File: src/rtl/lat_pkg.sv
// Shared constants, codes and control types of the toroidal life engine.
`default_nettype none

package lat_pkg;

  // Default grid bounds.
  localparam int MAX_ROWS_DEF = 64;
  localparam int MAX_COLS_DEF = 64;

  // Configuration port.
  localparam int CFG_W     = 7;
  localparam int REG_IDX_W = 1;
  localparam logic [REG_IDX_W-1:0] REG_ROWS_USED = 1'd0;
  localparam logic [REG_IDX_W-1:0] REG_COLS_USED = 1'd1;
  localparam logic [CFG_W-1:0]     SIZE_RESET    = 7'd15;

  // Input item layout.
  localparam int REQ_W      = 2;
  localparam int COORD_W    = 6;
  localparam int IN_TDATA_W = 16;
  localparam logic [REQ_W-1:0] REQ_TOGGLE  = 2'd0;
  localparam logic [REQ_W-1:0] REQ_READ    = 2'd1;
  localparam logic [REQ_W-1:0] REQ_ADVANCE = 2'd2;

  // Result item layout.
  localparam int GEN_W       = 32;
  localparam int OUT_TDATA_W = 40;

  // B3/S23 neighbor counts.
  localparam logic [3:0] LIFE_BIRTH   = 4'd3;
  localparam logic [3:0] LIFE_SURVIVE = 4'd2;

  // Controller to datapath commands.
  typedef struct packed {
    logic load_item;  // capture the clamped input item
    logic rd_item;    // read the addressed row
    logic rd_last;    // read the last row in use
    logic rd_first;   // read row zero, rewind the row counter
    logic ld_up;      // take read data as the row above
    logic ld_cur;     // take read data as the current row and keep a copy of row zero
    logic rd_dn;      // read the row below the current one
    logic wr_adv;     // write the next generation of the current row, advance
    logic wr_item;    // write back the row with the addressed cell flipped
    logic cap_res;    // capture the addressed cell as the result bit
    logic wr_clr;     // write a dead row during the clearing pass
    logic gen_inc;    // count one generation
    logic out_load;   // load the result register
  } lat_cmd_t;

  // Datapath to controller status.
  typedef struct packed {
    logic clr_last;
    logic row_last;
    logic is_toggle;
    logic is_advance;
  } lat_sts_t;

endpackage

`default_nettype wire

File: src/rtl/lat_ctrl.sv
// Controller: sequences the clearing pass, cell access, the generation sweep and the handshakes.
`default_nettype none

module lat_ctrl (
  input  wire                clk_i,
  input  wire                rst_ni,
  input  wire                in_valid_i,
  output logic               in_ready_o,
  output logic               out_valid_o,
  input  wire                out_ready_i,
  input  wire  lat_pkg::lat_sts_t sts_i,
  output lat_pkg::lat_cmd_t  cmd_o
);

  import lat_pkg::*;

  localparam logic [3:0] S_CLEAR   = 4'd0;
  localparam logic [3:0] S_IDLE    = 4'd1;
  localparam logic [3:0] S_ISSUE   = 4'd2;
  localparam logic [3:0] S_ADV_UP  = 4'd3;
  localparam logic [3:0] S_ADV_CUR = 4'd4;
  localparam logic [3:0] S_ADV_DN  = 4'd5;
  localparam logic [3:0] S_ADV_WR  = 4'd6;
  localparam logic [3:0] S_POST    = 4'd7;
  localparam logic [3:0] S_RD      = 4'd8;
  localparam logic [3:0] S_DONE    = 4'd9;

  logic [3:0] state_q, state_d;
  logic       out_valid_q, out_valid_d;

  assign in_ready_o  = (state_q == S_IDLE);
  assign out_valid_o = out_valid_q;

  always_comb begin
    state_d = state_q;
    cmd_o   = '0;
    unique case (state_q)
      S_CLEAR: begin
        cmd_o.wr_clr = 1'b1;
        if (sts_i.clr_last) begin
          state_d = S_IDLE;
        end
      end
      S_IDLE: begin
        if (in_valid_i) begin
          cmd_o.load_item = 1'b1;
          state_d = S_ISSUE;
        end
      end
      S_ISSUE: begin
        if (sts_i.is_advance) begin
          cmd_o.rd_last = 1'b1;
          state_d = S_ADV_UP;
        end else begin
          cmd_o.rd_item = 1'b1;
          state_d = S_RD;
        end
      end
      S_ADV_UP: begin
        cmd_o.ld_up    = 1'b1;
        cmd_o.rd_first = 1'b1;
        state_d = S_ADV_CUR;
      end
      S_ADV_CUR: begin
        cmd_o.ld_cur = 1'b1;
        state_d = S_ADV_DN;
      end
      S_ADV_DN: begin
        cmd_o.rd_dn = 1'b1;
        state_d = S_ADV_WR;
      end
      S_ADV_WR: begin
        cmd_o.wr_adv = 1'b1;
        if (sts_i.row_last) begin
          cmd_o.gen_inc = 1'b1;
          state_d = S_POST;
        end else begin
          state_d = S_ADV_DN;
        end
      end
      S_POST: begin
        cmd_o.rd_item = 1'b1;
        state_d = S_RD;
      end
      S_RD: begin
        cmd_o.cap_res = 1'b1;
        cmd_o.wr_item = sts_i.is_toggle;
        state_d = S_DONE;
      end
      S_DONE: begin
        if (!out_valid_q || out_ready_i) begin
          cmd_o.out_load = 1'b1;
          state_d = S_IDLE;
        end
      end
      default: begin
        state_d = S_IDLE;
      end
    endcase
  end

  always_comb begin
    out_valid_d = out_valid_q;
    if (cmd_o.out_load) begin
      out_valid_d = 1'b1;
    end else if (out_ready_i) begin
      out_valid_d = 1'b0;
    end
  end

  always_ff @(posedge clk_i or negedge rst_ni) begin
    if (!rst_ni) begin
      state_q     <= S_CLEAR;
      out_valid_q <= 1'b0;
    end else begin
      state_q     <= state_d;
      out_valid_q <= out_valid_d;
    end
  end

  a_one_read: assert property (@(posedge clk_i) disable iff (!rst_ni)
    $onehot0({cmd_o.rd_item, cmd_o.rd_last, cmd_o.rd_first, cmd_o.rd_dn}))
    else $error("more than one row read issued in a cycle");

  a_one_write: assert property (@(posedge clk_i) disable iff (!rst_ni)
    $onehot0({cmd_o.wr_clr, cmd_o.wr_adv, cmd_o.wr_item}))
    else $error("more than one row write issued in a cycle");

  a_out_free: assert property (@(posedge clk_i) disable iff (!rst_ni)
    cmd_o.out_load |-> (!out_valid_q || out_ready_i))
    else $error("result register overwritten while still held");

  a_gen_end: assert property (@(posedge clk_i) disable iff (!rst_ni)
    cmd_o.gen_inc |-> (cmd_o.wr_adv && sts_i.row_last))
    else $error("generation counted outside the last row write");

  a_no_accept_clear: assert property (@(posedge clk_i) disable iff (!rst_ni)
    (state_q == S_CLEAR) |=> ($past(in_ready_o) == 1'b0))
    else $error("input accepted during the clearing pass");

endmodule

`default_nettype wire

File: config.mk
export PLATFORM = sky130hd
export DESIGN_NAME = lat_ctrl
export DESIGN_NICKNAME = d
export VERILOG_FILES = /design/src/rtl/lat_pkg.sv /design/src/rtl/lat_ctrl.sv
export SDC_FILE = /design/constraint.sdc
export NUM_CORES = 1
export LEC_CHECK = 0
export BUFFER_PORTS_ARGS = -buffer_cell sky130_fd_sc_hd__buf_2
export CAP_MARGIN = 5
export CORE_AREA = 2 2 39 41
export DETAILED_ROUTE_END_ITERATION = 10
export DIE_AREA = 0 0 41 43
export HOLD_SLACK_MARGIN = 0.06
export PLACE_DENSITY_LB_ADDON = 0.05
export SETUP_SLACK_MARGIN = 0.1
export SYNTH_ARGS = -nofsm -noshare
export SYNTH_HDL_FRONTEND = slang
export SYNTH_SLANG_ARGS = --single-unit
File: constraint.sdc
create_clock -name clk_i -period 2.2 [get_ports clk_i]
set_clock_uncertainty 0.15 [all_clocks]
set_input_delay 0.11 -clock clk_i [delete_from_list [all_inputs] [get_ports clk_i]]
set_output_delay 0.11 -clock clk_i [all_outputs]
set_load 0.01 [all_outputs]
=== Word-level counts from Yosys, hierarchy flattened ===
Cells that the tools add are included.

* Bits in registers: 5
* Input port bits: 8

* Equal/unequal tests: 12
* Muxes and demuxes: 24
* Reductions and logical operators: 5

{| class="wikitable"
|+ Operator list
! operator !! count
|-
| $pmux 4 s10 || 1
|-
| $eq 4x3->1 const B || 4
|-
| $mux 4 || 4
|-
| $mux 1 || 15
|-
| $eq 4x2->1 const B || 2
|-
| $eq 4x4->1 const B || 2
|-
| $mux 2 || 3
|-
| $ne 2x2->1 const B || 3
|-
| $eq 4x1->1 const B || 1
|-
| $logic_not 4->1 || 1
|-
| $reduce_and 3->1 || 1
|-
| $pmux 1 s2 || 1
|-
| $reduce_bool 2->1 || 1
|-
| $logic_not 1->1 || 1
|-
| $logic_or 1x1->1 || 1
|}

=== Depth between registers and ports, before layout ===
Gate-level depths: netlist of the first run.

* Depth after elaboration: 5
* Depth in mapped cells: 4
* Depth with buffers taken out: 3

=== Least setup slack after synthesis of the first run ===
OpenSTA, ideal clock, no wires.

* Path kind: reg2out
* Start: reg state_q[0]
* End: out cmd_o[9] (netlist name)
* Arrival: 1118 ps
* Setup slack: 822 ps
* Cell stages (with the launch flop): 5
* Path through: dfrtp_1 -> buf_6 -> nand2_1 -> nor3_1 -> buf_4

{| class="wikitable"
|+ RTL lines
! element !! line !! source
|-
| start, declared || lat_ctrl.sv:28 || <nowiki>logic [3:0] state_q, state_d;</nowiki>
|-
| start signal, assigned || lat_ctrl.sv:116 || <nowiki>state_q <= state_d;</nowiki>
|-
| end, declared || lat_ctrl.sv:12 || <nowiki>output lat_pkg::lat_cmd_t cmd_o</nowiki>
|}

==> results of run 1 <==
state kept, by name (all words and copies together) (netlist names):
register / cells
state_q: 4
out_valid_o: 1
final timing paths:
path	from	endpoint	slack, ps	cells past startpoint
worst max-delay path	state_q[2]$_DFFE_PN0P_	cmd_o[4]	460	4
worst min-delay path	sts_i[0]	state_q[0]$_DFFE_PN0P_	90	3
worst max register to register	state_q[2]$_DFFE_PN0P_	state_q[3]$_DFFE_PN0P_	780	3
worst min register to register	out_valid_o$_DFFE_PN0P_	out_valid_o$_DFFE_PN0P_	390	2
max in group asynchronous	rst_ni	out_valid_o$_DFFE_PN0P_	1080	3
min in group asynchronous	rst_ni	state_q[3]$_DFFE_PN0P_	620	3
worst max-delay path: cells and delay by family (launching register included):
family	cells	cell delay (ps)
simple gates	3	570
buf+inv	1	120
flops	1	530
cell families (layout without fill, tap and decap cells):
family,count (synthesis),count (layout),synth area share
AOI/OAI and AO/OA,7,7,0.111
xor gates and xnor gates,1,1,0.0210
buffers and inverters,7,31,0.126
DFF,5,5,0.300
muxes,2,2,0.0480
and+or+nand+nor,24,24,0.393
through the flow:
stage	hold WS (ps)	cells
finish	87.1	86
detailed placement	-221	78
floorplan	-336	46
global route	98.8	86
global placement	-222	78
CTS	89.1	86
where the power goes:
group	switching [mW]	internal [mW]
registers	0.120	0.132
clock network	0.0419	0.0660
logic	0.178	0.184
total	0.340	0.382
cells in the mapped netlist (all sizes together):
master	n	area [um2]
a211o	1	8.76
a21oi	2	10.0
and2	3	18.8
buf	6	48.8
dfrtp	5	125
inv	1	3.75
mux2i	2	20.0
nand2	2	7.51
nand2b	5	48.8
nor2	6	25.0
nor3	5	35.0
nor3b	1	7.51
nor4	1	6.26
nor4b	1	15.0
o21ai	2	10.0
o221ai	1	8.76
o22a	1	8.76
xor2	1	8.76
per-layer routing:
metal / wire length [um] / track usage / up-vias
li1: - / - / 203
met1: 417 / 0.163 / 182
met2: 409 / 0.172 / 15
met3: 56 / 0.0628 / 2
met4: 11 / 0.0600 / 0
met5: 0 / 0 / -
area by class of cell:
class | instances | area share
Clock buffer | 3 | 0.0398
Clock inverter | 1 | 0.00885
Inverter | 1 | 0.00664
Multi-Input combinational cell | 34 | 0.423
Sequential cell | 5 | 0.221
Tap cell | 16 | 0.0354
Timing Repair Buffer | 26 | 0.265
==> reports/qor.csv, run 1 <==
stage,metric,value,unit
detailed_routing,drc_errors,0,
sta,min_period,1740,ps
place,hpwl,678,um
sta,tightestPinTransition,449,ps
worst_setup_path,path_max_fanout,12,
global_routing,grt_start_max_net_pins,13,
detailed_routing,drt_first_iter_violations,0,
worst_setup_path,path_cells,nand2b_2 -> nor3_2 -> and2_1 -> buf_2,
cells_and_area,n_antenna_cell,0,
detailed_routing,totalWireLength,896,um
cells_and_area,seq_area,125,um2
pwr,p_leak,0.291,nW
synth,synth_warnings,0,
global_routing,gr-total-overflow,0,
global_routing,grt_pass1_wl,1.48,mm
synth,ys_seq_area_frac,0.300,
run_status,outcome,"finished, final reports clean",
sta,fin_crit_sh,0.789,
sta,fin_ws,464,ps
sta,slew-limit-headroom,0.700,
synth,synth_cell_types,23,
place,dpl_worst_slack,711,ps
synth,synth_cells,46,
die,row_count,14,
worst_setup_path,crit_type,register to output port,
die,die_y,43,um
cts,cts_buffers,3,
sta,rsz0062_at_grt,no,
worst_setup_path,worst_setup_path_end_kind,output port,
cts,clock_sinks,5,
global_routing,grt_pass1_vias,385,
worst_setup_path,arrival,1480,ps
pwr,vdd_drop_max,0.000592,V
sta,setup_tns,0,ps
synth,synth_seq_cells,5,
cts,cts_max_level,1,
cts,clockBufferDepth,2,
worst_setup_path,crit_path_start_kind,register,
die,core,1380,um2
die,io_pins,23,
detailed_routing,vias,402,
cts,clock_latency,250,ps
cells_and_area,final_core_util,0.409,
synth,synth_area,417,um2
cts,postCtsResizedCells,0,
sta,hold_violations,0,
place,placed_area,498,um2
cts,post_cts_buffers,0,
worst_setup_path,max_stage_delay,530,ps
cells_and_area,finalInstanceArea,566,um2
detailed_routing,wl_per_cell,10.4,um
cells_and_area,final_cell_mix,"buf_2, nor2_1, dfrtp_1",
cells_and_area,nets,79,
cts,ctsRootBufferMaster,clkbuf_4,
sta,drv_slew,0,
global_routing,grt_util_all_layers,0.127,
place,gp_congestion,0.718,
pwr,p_per_area,1280,nW/um2
detailed_routing,drtPass1Iterations,1,
global_routing,antenna_found_initial,0,
worst_setup_path,critPathRequiredTime,1940,ps
cells_and_area,drive_gt1_frac,0.471,
detailed_routing,routed_via_density,4.67,
synth,avgSynthCellArea,9.06,um2
die,initial_core_util,0.301,
synth,syn_nets,54,
cts,cts_tree,yes,
job,cap_violations,0,
cts,cts.clk_slew.worst_paths,50,ps
detailed_routing,detail-route-antenna-nets,0,
cells_and_area,multi_input_area,239,um2
die,die_w,41,um
cells_and_area,fillCellCount,152,
place,io_buffers,22,
sta,fmax,0.576,GHz
die,die_area,1760,um2
cells_and_area,layout_commonest_cell,buf_2,
cells_and_area,syn2layout_area_growth,35.7,%
pwr,total_power,0.722,mW
min_path,min_path_type,primary input to register,
worst_setup_path,slowest_stage,dfrtp_1,
cts,cts_hold_buffers,4,
sta,setup_viol,0,
No activity file was read; power rests on OpenSTA's default activity.
==> run 2: changes to the inputs <==
--- a/config.mk
+++ b/config.mk
@@ -5,6 +5,7 @@
 export SDC_FILE = /design/constraint.sdc
 export NUM_CORES = 1
 export LEC_CHECK = 0
+export ABC_AREA = 1
 export BUFFER_PORTS_ARGS = -buffer_cell sky130_fd_sc_hd__buf_2
 export CAP_MARGIN = 5
 export CORE_AREA = 2 2 39 41
==> constraint.sdc (replaced) <==
create_clock -name clk_i -period 1.43 [get_ports clk_i]
set_clock_uncertainty 0.15 [all_clocks]
set_input_delay 0.0715 -clock clk_i [delete_from_list [all_inputs] [get_ports clk_i]]
set_output_delay 0.0715 -clock clk_i [all_outputs]
set_load 0.01 [all_outputs]
==> reports/qor.csv, run 2 <==
stage,metric,value,unit,change
cells_and_area,drive_gt1_frac,0.616,,was 0.471
worst_setup_path,crit_path_start_kind,register,,unchanged
synth,synth_warnings,0,,unchanged
cts,cts_tree,yes,,unchanged
run_status,outcome,"finished, violations left",,"was finished, final reports clean"
cells_and_area,instances_no_fill,115,,was 86
sta,fin_ws,-3.72,ps,was 464 ps
sta,fin_crit_sh,1.00,,
cts,cts_buffers,3,,unchanged
sta,hold_violations,0,,unchanged
global_routing,gr-total-overflow,0,,unchanged
die,row_count,14,,unchanged
detailed_routing,drt_first_iter_violations,0,,unchanged
sta,drv_slew,0,,unchanged
pwr,vdd_drop_max,0.000971,V,was 0.000592 V
detailed_routing,routed_via_density,4.47,,was 4.67
synth,yosysTopAreaCell,dfrtp_1,,unchanged
synth,async_flop_share,1.00,,unchanged
detailed_routing,totalWireLength,1.12,mm,was 896 um
sta,setup_viol,1,,was 0
synth,avgSynthCellArea,6.56,um2,was 9.06 um2
cells_and_area,syn2layout_area_growth,79.4,%,was 35.7%
die,io_pins,23,,unchanged
detailed_routing,wl_per_cell,9.72,um,was 10.4 um
cts,clockBufferDepth,2,,unchanged
place,gp_congestion,0.744,,was 0.718
detailed_routing,drtPass1Iterations,1,,unchanged
cells_and_area,layout_commonest_cell,buf_2,,unchanged
worst_setup_path,arrival,1210,ps,was 1480 ps
detailed_routing,detail-route-antenna-nets,0,,unchanged
synth,syn_nets,70,,was 54
worst_setup_path,crit_type,register to output port,,unchanged
synth,ys_seq_area_frac,0.308,,was 0.300
cells_and_area,regMostFlops,state_q,,unchanged
die,core,1380,um2,unchanged
min_path,min_from,sts_i[2],,was sts_i[0]
die,die_y,43,um,unchanged
worst_setup_path,path_max_fanout,5,,was 12
global_routing,grt_util_all_layers,0.161,,was 0.127
cts,ctsRootBufferMaster,clkbuf_4,,unchanged
global_routing,grt_pass1_wl,1.89,mm,was 1.48 mm
detailed_routing,drc_errors,0,,unchanged
job,cap_violations,0,,unchanged
cells_and_area,nets,108,,was 79
sta,fmax,0.697,GHz,
worst_setup_path,critPathRequiredTime,1210,ps,was 1940 ps
cells_and_area,finalInstanceArea,729,um2,was 566 um2
synth,synth_area,407,um2,was 417 um2
worst_setup_path,worst_setup_path_end_kind,output port,,unchanged
cts,cts.clk_slew.worst_paths,40,ps,was 50 ps
place,placed_area,522,um2,was 498 um2
synth,synth_seq_cells,5,,unchanged
worst_setup_path,regToRegStartpoint,state_q[0]$_DFFE_PN0P_,,was state_q[2]$_DFFE_PN0P_
cts,cts_max_level,1,,unchanged
run_status,violations,negative setup slack,,
sta,tightestPinTransition,231,ps,was 449 ps
sta,min_period,1430,ps,
detailed_routing,vias,514,,was 402
die,die_area,1760,um2,unchanged
pwr,p_leak,0.412,nW,was 0.291 nW
global_routing,antenna_found_initial,0,,unchanged
min_path,min_path_type,primary input to register,,unchanged
sta,slew-limit-headroom,0.845,,was 0.700
place,placed_cells,98,,was 78
synth,synth_cell_types,16,,was 23
synth,synth_common_cells,"inv_1, nor2_1, nand2_1",,"was buf_4, dfrtp_1, nor2_1"
sta,rsz0062_at_grt,yes,,was no
die,initial_core_util,0.294,,was 0.301
cells_and_area,largest_reg_flops,4,,unchanged
place,hpwl,835,um,was 678 um
cells_and_area,final_core_util,0.527,,was 0.409
cts,clock_sinks,5,,unchanged
synth,synth-edff-count,0,,unchanged
cts,clock_latency,240,ps,was 250 ps
cells_and_area,final_cell_mix,"buf_2, inv_1, buf_4",,"was buf_2, nor2_1, dfrtp_1"
synth,synth_ff_type,dfrtp_1,,unchanged
die,die_w,41,um,unchanged
pwr,total_power,1.53,mW,was 0.722 mW
cells_and_area,fillCellCount,160,,was 152
worst_setup_path,worstSetupStartpoint,state_q[2]$_DFFE_PN0P_,,unchanged
synth,synth_cells,62,,was 46
global_routing,grt_pass1_vias,492,,was 385
cells_and_area,n_antenna_cell,0,,unchanged
synth,synthTopCellsByArea,"dfrtp_1, inv_1, nor2_1",,"was dfrtp_1, buf_4, nand2b_4"
global_routing,grt_start_max_net_pins,8,,was 13
place,io_buffers,22,,unchanged
pwr,p_per_area,2100,nW/um2,was 1280 nW/um2
synth,synth_top_area_share,0.308,,was 0.300
run 2: changes by cell type after synthesis, sizes merged, moves of 2 or more:
cell,change
nor2,+11
nand2,+8
nand3,+6
buf,-4
a21oi,-2
nor3,-3
nand2b,-5
inv,+13
and2,-3
mux2i,-2
run 2: worst paths after layout:
path | to | slack (ps) | cells past startpoint
min in group asynchronous | state_q[0]$_DFFE_PN0P_ | 600 | 3
min | state_q[1]$_DFFE_PN0P_ | 100 | 5
min reg2reg | out_valid_o$_DFFE_PN0P_ | 410 | 2
max | cmd_o[5] | -4 | 5
max in group asynchronous | state_q[3]$_DFFE_PN0P_ | 320 | 3
max reg2reg | state_q[1]$_DFFE_PN0P_ | 80 | 7
run 2: area by class of cell:
type / instances / area (um2) / share of cell area
inverter: 14 / 52.6 / 0.0720
multi-input combinational: 41 / 267 / 0.365
clock buffer: 4 / 26.3 / 0.0360
sequential: 5 / 130 / 0.178
tap: 16 / 20.0 / 0.0274
timing repair buffer: 35 / 234 / 0.321
run 2: worst max-delay path, stage by stage (launching register included):
cell and delay (ps):
dfrtp_2 440, buf_4 160, buf_4 130, nand3_2 80, inv_1 40, buf_2 130
run 2: through the flow:
stage | worst slack (ps) | setup TNS, ps | hold WS [ps]
after global placement | 84.7 | 0 | -258
after floorplan | 152 | 0 | -374
final | -3.72 | -3.72 | 95.7
after detailed placement | 79.5 | 0 | -257
after CTS | -20.7 | -58.5 | 80.4
after global routing | -89.7 | -905 | 134
run 2: power by group:
group	internal (mW)	switching [mW]	total, mW
clock network	0.105	0.0547	0.160
registers	0.217	0.122	0.338
logic	0.471	0.561	1.03
run 2: repair_timing:
action                                 4_1_cts  5_1_grt
resized for setup                           15       10
endpoints found under the hold margin        8        0
hold buffers                                 4        0
pin swaps                                    4        1
setup endpoints to repair                   16       17
setup buffers                                9        0
run 2: kinds of logic (layout without fill, tap and decap cells):
logic type | Yosys count | after routing | share of synthesized area
AO/OA/AOI/OAI | 4 | 4 | 0.0677
buffers and inverters | 16 | 53 | 0.166
flip-flops | 5 | 5 | 0.308
AND/OR/NAND/NOR | 37 | 37 | 0.458
run 2: layer usage:
layer / track usage / wire length, um / vias to the layer above
met5: 0 / 0 / -
met2: 0.259 / 627 / 9
met3: 0.0157 / 36 / 0
met4: 0.100 / 0 / 0
met1: 0.190 / 454 / 240
li1: - / - / 265
==> run 3: changes to the inputs <==
--- a/config.mk
+++ b/config.mk
@@ -8,11 +8,13 @@
 export ABC_AREA = 1
 export BUFFER_PORTS_ARGS = -buffer_cell sky130_fd_sc_hd__buf_2
 export CAP_MARGIN = 5
-export CORE_AREA = 2 2 39 41
+export CELL_PAD_IN_SITES_DETAIL_PLACEMENT = 1
+export CELL_PAD_IN_SITES_GLOBAL_PLACEMENT = 2
+export CORE_MARGIN = 1.5
+export CORE_UTILIZATION = 18
 export DETAILED_ROUTE_END_ITERATION = 10
-export DIE_AREA = 0 0 41 43
 export HOLD_SLACK_MARGIN = 0.06
-export PLACE_DENSITY_LB_ADDON = 0.05
+export PLACE_DENSITY_LB_ADDON = 0.1
 export SETUP_SLACK_MARGIN = 0.1
 export SYNTH_ARGS = -nofsm -noshare
 export SYNTH_HDL_FRONTEND = slang
==> reports/qor.csv, run 3 (synthesis gave the netlist of run 2 again) <==
stage,metric,value,unit,change
worst_setup_path,path_max_fanout,5,,unchanged
cells_and_area,finalInstanceArea,808,um2,was 729 um2
place,io_buffers,22,,unchanged
cts,clockBufferDepth,2,,unchanged
worst_setup_path,path_delay_family,flip-flops,,was buffers and inverters
cells_and_area,final_cell_mix,"buf_2, buf_4, inv_2, nor2_1",,"was buf_2, inv_1, buf_4"
worst_setup_path,slowest_stage,dfrtp_2,,unchanged
detailed_routing,detail-route-antenna-nets,0,,unchanged
worst_setup_path,arrival,1230,ps,was 1210 ps
detailed_routing,drt_first_iter_violations,5,,was 0
place,gp_congestion,0.747,,was 0.744
run_status,outcome,"finished, violations left",,unchanged
worst_setup_path,worstSetupStartpoint,state_q[3]$_DFFE_PN0P_,,was state_q[2]$_DFFE_PN0P_
detailed_routing,totalWireLength,1.43,mm,was 1.12 mm
global_routing,grt_pass1_wl,2.34,mm,was 1.89 mm
cts,cts.clk_slew.worst_paths,50,ps,was 40 ps
cts,clock_sinks,5,,unchanged
detailed_routing,wl_per_cell,10.8,um,was 9.72 um
run_status,violations,negative setup slack,,unchanged
worst_setup_path,critPathRequiredTime,1210,ps,about the same
pwr,combPwrFrac,0.709,,was 0.674
worst_setup_path,reg2reg_to,state_q[1]$_DFFE_PN0P_,,unchanged
detailed_routing,vias,521,,was 514
worst_setup_path,cp.depth,4,,was 5
die,die_area,2550,um2,was 1760 um2
pwr,vdd_drop_max,0.000711,V,was 0.000971 V
detailed_routing,drtPass1Iterations,2,,was 1
die,row_count,17,,was 14
global_routing,grt_pass1_vias,519,,was 492
global_routing,gr-total-overflow,0,,unchanged
sta,timing.hold.ws,65.3,ps,was 95.7 ps
cells_and_area,layout_commonest_cell,buf_2,,unchanged
min_path,min_path_type,primary input to register,,unchanged
die,initial_core_util,0.187,,was 0.294
sta,rsz0062_at_grt,yes,,unchanged
pwr,seqPwrFrac,0.198,,was 0.221
sta,tightestPinTransition,252,ps,was 231 ps
detailed_routing,drc_errors,0,,unchanged
place,hpwl,1.02,mm,was 835 um
cts,ctsRootBufferMaster,clkbuf_4,,unchanged
global_routing,grt_util_all_layers,0.121,,was 0.161
sta,setup_tns,-93.2,ps,was -3.72 ps
worst_setup_path,crit_path_start_kind,register,,unchanged
cts,cts_tree,yes,,unchanged
cells_and_area,regMostFlops,state_q,,unchanged
pwr,clkPwrFrac,0.093,,was 0.105
job,cap_violations,0,,unchanged
pwr,power.net_switching,0.823,mW,was 0.738 mW
global_routing,antenna_found_initial,0,,unchanged
sta,hold_violations,0,,unchanged
worst_setup_path,crit_type,register to output port,,unchanged
cells_and_area,n_antenna_cell,0,,unchanged
global_routing,grt_start_max_net_pins,7,,was 8
cells_and_area,fillCellCount,288,,was 160
cells_and_area,drive_gt1_frac,0.686,,was 0.616
cts,clock_latency,240,ps,about the same
cts,cts_max_level,1,,unchanged
die,core,2170,um2,was 1380 um2
cts,cts_buffers,3,,unchanged
worst_setup_path,worst_setup_path_end_kind,output port,,unchanged
die,io_pins,23,,unchanged
sta,fin_ws,-25.4,ps,was -3.72 ps
sta,setup_viol,6,,was 1
sta,fmax,0.687,GHz,was 0.697 GHz
cells_and_area,largest_reg_flops,4,,unchanged
worst_setup_path,setup.worst_path.end,cmd_o[12],,was cmd_o[5]
worst_setup_path,regToRegStartpoint,state_q[2]$_DFFE_PN0P_,,was state_q[0]$_DFFE_PN0P_
place,placed_area,537,um2,was 522 um2
die,die_w,50.5,um,was 41 um
pwr,p_per_area,2160,nW/um2,was 2100 nW/um2
sta,fin_crit_sh,1.02,,was 1.00
sta,slew-limit-headroom,0.831,,was 0.845
worst_setup_path,max_stage_delay,450,ps,was 440 ps
worst_setup_path,r2r_cells,7,,unchanged
pwr,power.internal,0.924,mW,was 0.793 mW
cells_and_area,syn2layout_area_growth,98.8,%,was 79.4%
sta,min_period,1460,ps,was 1430 ps
pwr,p_leak,0.445,nW,was 0.412 nW
sta,drv_slew,0,,unchanged
worst_setup_path,cp_num_buf_inv,2,,was 4
detailed_routing,routed_via_density,3.92,,was 4.47
die,die_y,50.5,um,was 43 um
worst_setup_path,rrSetupSlack,10,ps,was 80 ps
pwr,swShare,0.471,,was 0.482
cells_and_area,nets,114,,was 108
pwr,total_power,1.75,mW,was 1.53 mW
worst_setup_path,path_cells,nor2_4 -> inv_2 -> nor3_2 -> buf_2,,was buf_4 -> buf_4 -> nand3_2 -> inv_1 -> buf_2
-- run 3: cell count changes in the layout (fill, tap and decap cells not counted), moves of 2 or more --
cell / delta
buf_4: +5
buf_6: +3
inv_1: -3
inv_2: +2
nand3_2: -2
-- run 3: timing repair --
item | CTS | global route
gates resized for setup | 18 | 15
hold buffers | 3 | 0
endpoints found under the hold margin | 7 | 0
setup endpoints to repair | 17 | 17
buffers inserted | 8 | 8
pin swaps | 5 | 5
-- run 3: how the worst min path moves through the flow --
stage | from | end | cells after the start | slack (ps)
6_report | sts_i[3] | state_q[1]$_DFFE_PN0P_ | 5 | 70
5_1_grt | sts_i[3] | state_q[1]$_DFFE_PN0P_ | 5 | 110
4_1_cts | sts_i[3] | state_q[1]$_DFFE_PN0P_ | 5 | 70
3_5_place_dp | rst_ni | out_valid_o$_DFFE_PN0P_ | 1 | -250
3_3_place_gp | rst_ni | state_q[0]$_DFFE_PN0P_ | 1 | -260
2_1_floorplan | rst_ni | out_valid_o$_DFFE_PN0P_ | 0 | -370
-- run 3: stage by stage --
step           worst slack (ps)  cells   util
3_5_place_dp               11.8    110  0.247
5_1_grt                    -107    133  0.373
4_1_cts                   -41.5    125  0.324
6_report                  -25.4    133  0.373
3_3_place_gp               4.30    110  0.247
2_1_floorplan               152     62      -
-- run 3: power by group through the flow --
stage | sequential [mW] | combinational (mW) | clock, mW
2_1_floorplan | 0.291 | 0.508 | 0
3_3_place_gp | 0.307 | 0.749 | 0
3_5_place_dp | 0.310 | 0.734 | 0
4_1_cts | 0.331 | 0.967 | 0.168
5_1_grt | 0.357 | 1.38 | 0.180
6_report | 0.346 | 1.24 | 0.162
-- run 3: final cells by class --
| class | count | area (um2) | share of cell area |
|---|---|---|---|
| tap | 28 | 35.0 | 0.0433 |
| timing repair buffer | 41 | 290 | 0.359 |
| clock buffer | 4 | 26.3 | 0.0325 |
| sequential | 5 | 130 | 0.161 |
| multi-input combinational | 41 | 272 | 0.336 |
| inverter | 14 | 55.1 | 0.0681 |
-- run 3: worst register-to-register path, cell delays in order, from the launching register on --
cell,delay (ps)
dfrtp_2,450
buf_4,170
buf_4,130
nand3_4,90
nor2_4,40
buf_4,130
nor2_2,100
nor2_1,50
-- run 3: per-layer routing --
layer	GRT usage	vias to the layer above	wire [um]
met4	0.0405	0	0
met5	0	-	0
met1	0.157	235	626
met3	0.00893	0	41
li1	-	276	-
met2	0.211	10	763
